File: src/ose_pkg.sv
`default_nettype none
// ----------------------------------------------------------------------------
// ose_pkg
// Shared types and constants of the operand stack engine: request and result
// words, opcodes, error codes, controller states and control/status bundles.
// ----------------------------------------------------------------------------
package ose_pkg;

    // storage geometry
    localparam int DEPTH      = 1024;
    localparam int WORD_BITS  = 64;
    localparam int ADDR_BITS  = $clog2(DEPTH);
    localparam int SP_BITS    = $clog2(DEPTH + 1);

    // field widths of the request and result words
    localparam int OPCODE_BITS = 3;
    localparam int VALUE_BITS  = 64;
    localparam int COUNT_BITS  = 11;
    localparam int DATA_BITS   = 64;
    localparam int ERROR_BITS  = 2;
    localparam int OCC_BITS    = 11;

    // width used for count against pointer compares
    localparam int CMP_BITS = (SP_BITS > COUNT_BITS) ? SP_BITS + 1 : COUNT_BITS + 1;

    // opcodes
    localparam logic [OPCODE_BITS-1:0] OP_PUSH     = 3'd0;
    localparam logic [OPCODE_BITS-1:0] OP_POP      = 3'd1;
    localparam logic [OPCODE_BITS-1:0] OP_RESERVE  = 3'd2;
    localparam logic [OPCODE_BITS-1:0] OP_DROP     = 3'd3;
    localparam logic [OPCODE_BITS-1:0] OP_REVERSE  = 3'd4;
    localparam logic [OPCODE_BITS-1:0] OP_PEEK_TOP = 3'd5;
    localparam logic [OPCODE_BITS-1:0] OP_PEEK_BOT = 3'd6;

    // error codes
    localparam logic [ERROR_BITS-1:0] ERR_OK    = 2'd0;
    localparam logic [ERROR_BITS-1:0] ERR_OVER  = 2'd1;
    localparam logic [ERROR_BITS-1:0] ERR_UNDER = 2'd2;

    // request word
    typedef struct packed {
        logic [OPCODE_BITS-1:0] opcode;
        logic [VALUE_BITS-1:0]  value;
        logic [COUNT_BITS-1:0]  count;
    } req_t;

    // result word
    typedef struct packed {
        logic [DATA_BITS-1:0]  data;
        logic [ERROR_BITS-1:0] error;
        logic [OCC_BITS-1:0]   occupancy;
    } res_t;

    // controller states
    typedef enum logic [2:0] {
        ST_CLEAR,
        ST_IDLE,
        ST_DECODE,
        ST_READ,
        ST_SWAP_A,
        ST_SWAP_B,
        ST_SWAP_C,
        ST_SWAP_D
    } state_t;

    // controller to datapath commands
    typedef struct packed {
        logic load;       // capture request word
        logic clr_write;  // zero one store entry, advance sweep
        logic rd_op;      // read entry addressed by pop or peek
        logic rev_init;   // set up swap pointers
        logic rd_lo;      // read lower swap entry
        logic rd_hi;      // read upper swap entry, hold lower word
        logic wr_lo;      // write upper word into lower entry
        logic wr_hi;      // write held lower word into upper entry, step pointers
        logic finish;     // commit pointer, load result, raise strobe
        logic fin_rdata;  // result data comes from the store read
    } ctrl_cmd_t;

    // datapath to controller status
    typedef struct packed {
        logic [OPCODE_BITS-1:0] opcode;
        logic                   fault;
        logic                   rev_multi;
        logic                   lo_lt_hi;
        logic                   clr_last;
    } ctrl_status_t;

endpackage
`default_nettype wire

File: src/ose_ctrl.sv
`default_nettype none
// ----------------------------------------------------------------------------
// ose_ctrl
// Controller of the operand stack engine: clears the store after reset,
// sequences each request and walks the swap loop of a reverse.
// ----------------------------------------------------------------------------
module ose_ctrl (
    input  wire                   clk,
    input  wire                   rst_n,
    input  wire                   start,
    input  ose_pkg::ctrl_status_t status,
    output ose_pkg::ctrl_cmd_t    cmd,
    output logic                  busy
);
    import ose_pkg::*;

    state_t state_reg;
    state_t state_next;

    // state register
    always_ff @(posedge clk or negedge rst_n)
    begin
        if (!rst_n)
        begin
            state_reg <= ST_CLEAR;
        end
        else
        begin
            state_reg <= state_next;
        end
    end

    // next state
    always_comb
    begin
        state_next = state_reg;
        unique case (state_reg)
            ST_CLEAR:
            begin
                if (status.clr_last)
                begin
                    state_next = ST_IDLE;
                end
            end
            ST_IDLE:
            begin
                if (start)
                begin
                    state_next = ST_DECODE;
                end
            end
            ST_DECODE:
            begin
                if (status.fault)
                begin
                    state_next = ST_IDLE;
                end
                else if (status.opcode == OP_POP || status.opcode == OP_PEEK_TOP ||
                         status.opcode == OP_PEEK_BOT)
                begin
                    state_next = ST_READ;
                end
                else if (status.opcode == OP_REVERSE && status.rev_multi)
                begin
                    state_next = ST_SWAP_A;
                end
                else
                begin
                    state_next = ST_IDLE;
                end
            end
            ST_READ:
            begin
                state_next = ST_IDLE;
            end
            ST_SWAP_A:
            begin
                state_next = status.lo_lt_hi ? ST_SWAP_B : ST_IDLE;
            end
            ST_SWAP_B:
            begin
                state_next = ST_SWAP_C;
            end
            ST_SWAP_C:
            begin
                state_next = ST_SWAP_D;
            end
            ST_SWAP_D:
            begin
                state_next = ST_SWAP_A;
            end
            default:
            begin
                state_next = ST_IDLE;
            end
        endcase
    end

    // command outputs
    always_comb
    begin
        cmd  = '0;
        busy = 1'b1;
        unique case (state_reg)
            ST_CLEAR:
            begin
                cmd.clr_write = 1'b1;
            end
            ST_IDLE:
            begin
                busy     = 1'b0;
                cmd.load = start;
            end
            ST_DECODE:
            begin
                if (status.fault)
                begin
                    cmd.finish = 1'b1;
                end
                else if (status.opcode == OP_POP || status.opcode == OP_PEEK_TOP ||
                         status.opcode == OP_PEEK_BOT)
                begin
                    cmd.rd_op = 1'b1;
                end
                else if (status.opcode == OP_REVERSE && status.rev_multi)
                begin
                    cmd.rev_init = 1'b1;
                end
                else
                begin
                    cmd.finish = 1'b1;
                end
            end
            ST_READ:
            begin
                cmd.finish    = 1'b1;
                cmd.fin_rdata = 1'b1;
            end
            ST_SWAP_A:
            begin
                if (status.lo_lt_hi)
                begin
                    cmd.rd_lo = 1'b1;
                end
                else
                begin
                    cmd.finish = 1'b1;
                end
            end
            ST_SWAP_B:
            begin
                cmd.rd_hi = 1'b1;
            end
            ST_SWAP_C:
            begin
                cmd.wr_lo = 1'b1;
            end
            ST_SWAP_D:
            begin
                cmd.wr_hi = 1'b1;
            end
            default:
            begin
                cmd = '0;
            end
        endcase
    end

`ifndef SYNTHESIS
    // an accepted word always makes the engine busy on the next cycle
    a_accept_busy: assert property (@(posedge clk) disable iff (!rst_n)
        (start && !busy) |=> busy)
        else $error("engine not busy after accepting a word");

    // no result while the store is still being cleared
    a_no_finish_in_clear: assert property (@(posedge clk) disable iff (!rst_n)
        (state_reg == ST_CLEAR) |-> !cmd.finish)
        else $error("result issued during store clear");

    // at most one store write source per cycle
    a_one_write: assert property (@(posedge clk) disable iff (!rst_n)
        $onehot0({cmd.clr_write, cmd.wr_lo, cmd.wr_hi,
                  cmd.finish && status.opcode == OP_PUSH && !status.fault}))
        else $error("conflicting store writes");

    // at most one store read source per cycle
    a_one_read: assert property (@(posedge clk) disable iff (!rst_n)
        $onehot0({cmd.rd_op, cmd.rd_lo, cmd.rd_hi}))
        else $error("conflicting store reads");

    // a swap write pair follows its reads
    a_swap_order: assert property (@(posedge clk) disable iff (!rst_n)
        cmd.wr_hi |-> $past(cmd.wr_lo) && $past(cmd.rd_hi, 2))
        else $error("swap sequence out of order");
`endif

endmodule
`default_nettype wire

File: config.mk
export PLATFORM = sky130hd
export DESIGN_NAME = ose_ctrl
export DESIGN_NICKNAME = d
export VERILOG_FILES = /design/src/ose_pkg.sv /design/src/ose_ctrl.sv
export SDC_FILE = /design/constraint.sdc
export NUM_CORES = 1
export LEC_CHECK = 0
export BUFFER_PORTS_ARGS = -buffer_cell sky130_fd_sc_hd__buf_4
export CORE_AREA = 2 2 39 41
export DETAILED_ROUTE_END_ITERATION = 8
export DIE_AREA = 0 0 41 43
export PLACE_DENSITY = 0.46
export SKIP_LAST_GASP = 1
export SYNTH_ARGS = -nofsm -noshare
export SYNTH_HDL_FRONTEND = slang
export SYNTH_SLANG_ARGS = --single-unit
File: constraint.sdc
create_clock -name clk -period 4.39 [get_ports clk]
set_clock_uncertainty 0.15 [all_clocks]
set_input_delay 0.6585 -clock clk [delete_from_list [all_inputs] [get_ports clk]]
set_output_delay 0.6585 -clock clk [all_outputs]
set_load 0.1 [all_outputs]
==> results of run 1 <==
-- through the flow --
step                hold WS (ns)  worst slack [ns]
finish                    0.0596              1.76
CTS                       0.0599              1.74
detailed placement         0.299              1.79
global placement           0.298              1.79
floorplan                  0.213             0.509
global route              0.0474              1.63
-- final cells by class --
class | instances | area (um2)
Tap cell | 16 | 20.0
Clock buffer | 4 | 26.3
Fill cell | 165 | 913
Multi-Input combinational cell | 31 | 188
Inverter | 3 | 11.3
Sequential cell | 3 | 75.1
Timing Repair Buffer | 20 | 150
-- synthesized netlist by cell type --
library cell / n / area, um2
or2_1: 1 / 6.26
xnor2_1: 1 / 8.76
or4_1: 1 / 7.51
a21oi_1: 2 / 10.0
nand2_1: 2 / 7.51
nand3_1: 1 / 5.00
nand3b_1: 1 / 7.51
dfrtp_1: 3 / 75.1
buf_2: 1 / 5.00
nor2_1: 2 / 7.51
nor3_1: 5 / 25.0
nand2b_1: 1 / 6.26
clkbuf_1: 2 / 7.51
or3_1: 1 / 6.26
and3_1: 2 / 12.5
nand4bb_1: 1 / 11.3
inv_1: 3 / 11.3
a21o_1: 1 / 7.51
and2_1: 1 / 6.26
o211a_1: 1 / 10.0
o21ai_0: 3 / 15.0
nor2b_1: 2 / 12.5
o211ai_1: 1 / 7.51
a22oi_1: 1 / 7.51
-- final timing paths --
check                                         startpoint                        to  slack [ns]  depth (start not counted)
worst max-delay path            state_reg[0]$_DFFE_PN0P_                    cmd[6]        1.76                          4
max in group asynchronous                          rst_n  state_reg[0]$_DFFE_PN0P_        3.94                          1
min in group clk                state_reg[1]$_DFFE_PN0P_  state_reg[1]$_DFFE_PN0P_        0.55                          2
worst max register to register  state_reg[0]$_DFFE_PN0P_  state_reg[0]$_DFFE_PN0P_        2.71                          3
worst min-delay path                               rst_n  state_reg[1]$_DFFE_PN0P_        0.06                          1
worst min register to register  state_reg[1]$_DFFE_PN0P_  state_reg[1]$_DFFE_PN0P_        0.55                          2
-- per-layer routing --
layer	part of all wire [%]	wire, um
met5	0	0
met2	48	369
met3	6.3	49
met4	0	0
met1	46	353
-- worst reg2reg max path, cell delays in order (launching register included) --
cell and delay [ns]:
dfrtp_1 0.49, or2_1 0.31, or3_1 0.39, o211a_1 0.23
-- cell usage in the layout (no fill, tap or decap), drive strengths merged --
| cell | Yosys | routed |
|---|---|---|
| o21ai | 3 | 3 |
| nor2b | 2 | 2 |
| dfrtp | 3 | 3 |
| xnor2 | 1 | 1 |
| a22oi | 1 | 1 |
| or3 | 1 | 1 |
| nand2b | 1 | 1 |
| and3 | 2 | 2 |
| and2 | 1 | 1 |
| a21o | 1 | 1 |
| nand3b | 1 | 1 |
| clkbuf | 2 | 4 |
| or4 | 1 | 1 |
| o211ai | 1 | 1 |
| buf | 1 | 20 |
| a21oi | 2 | 2 |
| nor2 | 2 | 2 |
| inv | 3 | 3 |
| nor3 | 5 | 5 |
| nand4bb | 1 | 1 |
| o211a | 1 | 1 |
| or2 | 1 | 1 |
| nand2 | 2 | 2 |
| nand3 | 1 | 1 |
-- kinds of logic after synthesis --
group,synth area share [%]
simple gates,42.4
compound gates,20.1
buf+inv,8.30
flops,26.2
xor+xnor,3.06
==> results.py, run 1 <==
metrics = {
    "status": {
        "status": "finished clean",
    },
    "yosys": {
        "synth-seq-cells": 3,
        "synth_area_um2": 287,
        "synthesis.nets": 50,
        "syn_inst": 40,
        "avgSynthCellArea_um2": 7.16,
        "yosysSeqAreaShare_pct": 26.2,
        "synthDistinctLibCells": 24,
        "ys_warn_count": 0,
    },
    "floorplan": {
        "start_util_pct": 20.7,
        "die_w_um": 41,
        "die_h_um": 43,
        "io_pins": 21,
        "die_area_um2": 1760,
        "coreArea_um2": 1380,
        "rows": 14,
    },
    "detailed_routing": {
        "avgViaCountPerCell": 4.45,
        "routed_wl_um": 772,
        "first_pass_iters": 4,
        "drtIter0Drc": 9,
        "routedWlPerCell_um": 10.0,
        "drc": 0,
        "vias": 343,
        "ant_nets": 0,
    },
    "worst_setup_path": {
        "cp-start-kind": "flop",
        "cp-end-kind": "output pin",
        "crit_family": "simple AND/OR/NAND/NOR gates",
        "cp_cell_sequence": "or2_1 > or3_1 > nor2_1 > buf_4",
        "crit_slowest_cell": "dfrtp_1",
        "crit_buf_inv": 1,
        "critPathKind": "flop to output pin",
        "slowest_delay_ns": 0.49,
        "critPathRequiredTime_ns": 3.58,
        "cp_max_fo": 13,
        "arrival_ns": 1.82,
    },
    "timing": {
        "finalHoldViolCount": 0,
        "setup_viol": 0,
        "rsz0062_at_grt": "no",
        "tightest_slew_ns": 0.356,
        "setup_tns_ns": 0,
        "relSlewSlack_pct": 76.3,
        "maxSlewViolCount": 0,
        "fmax_ghz": 0.380,
        "min_period_ns": 2.63,
        "period_share_pct": 60.0,
    },
    "cells_and_area": {
        "utilization_pct": 34.0,
        "post-route-cell-area_um2": 470,
        "largest_reg_flops": 3,
        "drive_gt1_share_pct": 37.7,
        "area_growth_pct": 64.2,
        "instances_no_fill": 77,
        "num_antenna_cells": 0,
        "fin_nets": 72,
    },
    "global_routing": {
        "met3_usage_pct": 3.14,
        "track_usage_pct": 10.7,
        "busiest_layer": "met1",
        "grt_max_degree": 14,
        "grt_pass1_wl_um": 1250,
        "grt_pass1_vias": 295,
        "grt_use_met1_pct": 14.9,
        "antenna_found_initial": 0,
        "gr-usage-met2_pct": 14.1,
        "globalRoute.totalOverflow": 0,
    },
    "clocking": {
        "cts.sinks": 3,
        "cts_buffer_depth": 2,
        "clock_latency_ns": 0.23,
        "cts_tree": "yes",
        "htreeDepth": 1,
        "cts_hold_buf": 0,
        "cts_buffers": 3,
        "clock-root-buffer": "clkbuf_4",
        "clk_pin_slew_worst_paths_ns": 0.04,
        "cts_setup_buffers": 0,
        "cts_resized": 0,
    },
    "placed_design": {
        "placed_area_um2": 444,
        "io_buffers": 20,
        "place_congestion": 0.635,
        "dp_hpwl_um": 598,
        "dp.cells": 73,
    },
    "worst_hold_path": {
        "hold_path.class": "primary input to asynchronous set/reset pin",
    },
    "job": {
        "cap_viol_max_count": 0,
    },
}
Power of run 1 is left out: the tool's default activity adds up to more than one toggle a clock period on the data nets, which glitch-free logic cannot reach.
==> inputs of run 2 (changes only) <==
- clock period: 4.39 -> 2.7 ns (I/O delays scaled with it)
==> run 2 against run 1 <==
Net effect: worst setup slack lost 1.5 ns; register-to-register slack lost 1.7 ns; routed wire length grew 1.9%; sequential cell count did not move; non-clock buffer count increased by 1; first-iteration DRC count is 100% lower; die area stayed put; core utilization up 2.2 points; critical path type unchanged; highest routed layer unchanged.
==> results.py, run 2 (same netlist as run 1, synthesis figures left out) <==
metrics = {
    "power_and_ir_drop": {
        "power_density_nw_per_um2": 1320,
        "p_seq_share_pct": 15.3,
        "internal-power_mw": 0.223,
        "fin_total_pwr_mw": 0.659,
        "power.switching_mw": 0.436,
        "p_clk_share_pct": 11.8,
        "p_leak_nw": 0.238,
        "power_switching_share_pct": 66.1,
        "pwr-share-comb_pct": 72.9,
        "peakVddDrop_v": 0.000448,
    },
    "placed_design": {
        "place_congestion": 0.686,
        "io_buffers": 20,
        "placed_area_um2": 464,
    },
    "floorplan": {
        "io_pins": 21,
        "coreArea_um2": 1380,
        "die_area_um2": 1760,
        "rows": 14,
        "die_h_um": 43,
        "die_w_um": 41,
        "start_util_pct": 20.7,
    },
    "global_routing": {
        "grt_pass1_wl_um": 1320,
        "antenna_found_initial": 0,
        "grt_pass1_vias": 338,
        "grt_max_degree": 14,
        "gr-usage-met2_pct": 16.9,
        "globalRoute.totalOverflow": 0,
        "track_usage_pct": 10.9,
        "busiest_layer": "met2",
        "grt_use_met1_pct": 13.5,
        "met3_usage_pct": 0,
    },
    "worst_setup_path": {
        "regToRegStartpoint": "state_reg[0]$_DFFE_PN0P_",
        "arrival_ns": 1.85,
        "critPathLaunch": "state_reg[0]$_DFFE_PN0P_",
        "critPathKind": "flop to output pin",
        "critPathRequiredTime_ns": 2.14,
        "rrSetupSlack_ns": 0.99,
        "cp-end-kind": "output pin",
        "cp-start-kind": "flop",
        "cp_max_fo": 13,
    },
    "detailed_routing": {
        "vias": 354,
        "routedWlPerCell_um": 10.1,
        "drtIter0Drc": 0,
        "avgViaCountPerCell": 4.54,
        "routed_wl_um": 787,
        "drc": 0,
        "first_pass_iters": 1,
        "ant_nets": 0,
    },
    "clocking": {
        "cts_buffers": 3,
        "clock-root-buffer": "clkbuf_4",
        "htreeDepth": 1,
        "cts_setup_buffers": 0,
        "cts.sinks": 3,
        "clk_pin_slew_worst_paths_ns": 0.04,
        "cts_tree": "yes",
        "cts_buffer_depth": 2,
        "clock_latency_ns": 0.23,
    },
    "timing": {
        "setup_tns_ns": 0,
        "tightest_slew_ns": 0.375,
        "fmax_ghz": 0.416,
        "rsz0062_at_grt": "no",
        "min_period_ns": 2.40,
        "finalHoldViolCount": 0,
        "relSlewSlack_pct": 75.0,
        "hold_slack_ns": 0.345,
        "period_share_pct": 89.0,
        "maxSlewViolCount": 0,
        "setup_viol": 0,
    },
    "cells_and_area": {
        "post-route-cell-area_um2": 500,
        "fin_nets": 73,
        "largest_reg_flops": 3,
        "drive_gt1_share_pct": 45.2,
        "nFillCells": 149,
        "utilization_pct": 36.2,
        "area_growth_pct": 74.7,
        "num_antenna_cells": 0,
        "final_common_cell": "buf_4",
    },
    "status": {
        "status": "finished clean",
    },
    "worst_hold_path": {
        "hold_path.class": "primary input to asynchronous set/reset pin",
    },
    "job": {
        "cap_viol_max_count": 0,
    },
}
-- run 2: area by class of cell --
type / instances / area (um2) / share of cell area (%)
repair buffers: 21 / 160 / 32.0
multi-input cells: 31 / 208 / 41.5
clock buffers: 4 / 26.3 / 5.25
well taps: 16 / 20.0 / 4.00
inverters: 3 / 11.3 / 2.25
flip-flops and latches: 3 / 75.1 / 15.0
-- run 2: final timing paths --
kind,cells after the start,endpoint
max in group asynchronous,2,state_reg[2]$_DFFE_PN0P_
worst min register to register,2,state_reg[1]$_DFFE_PN0P_
worst max-delay path,4,cmd[6]
worst min-delay path,2,state_reg[1]$_DFFE_PN0P_
min in group clk,3,state_reg[0]$_DFFE_PN0P_
worst max register to register,3,state_reg[0]$_DFFE_PN0P_
-- run 2: layer usage --
metal	vias up	wire [um]	part of all wire [%]
met3	0	27	3.4
met5	-	0	0
li1	186	-	-
met1	158	343	44
met2	10	415	53
met4	0	0	0
-- run 2: power by group through the flow --
stage / Clock, mW / Combinational (mW) / Sequential (mW)
2_1_floorplan: 0 / 0.423 / 0.0665
3_3_place_gp: 0 / 0.486 / 0.103
3_5_place_dp: 0 / 0.482 / 0.103
4_1_cts: 0.0834 / 0.484 / 0.102
5_1_grt: 0.0840 / 0.507 / 0.110
6_report: 0.0774 / 0.481 / 0.101
-- run 2: worst max-delay path, stage by stage, from the launching register on --
cell and delay [ns]:
dfrtp_1 0.50, or2_1 0.31, or3_1 0.41, nor2_2 0.10, buf_4 0.29
-- run 2: metrics by stage --
step	cells	worst slack [ns]
CTS	78	0.277
detailed placement	73	0.536
floorplan	40	-0.537
global route	78	0.208
global placement	73	0.559
finish	78	0.298
-- run 2: timing repair --
| item | CTS | global route |
|---|---|---|
| hold endpoints to repair | 3 | 0 |
| gates resized for setup | 0 | 0 |
| hold buffers | 1 | 0 |
No activity file was read; power rests on OpenSTA's default activity.
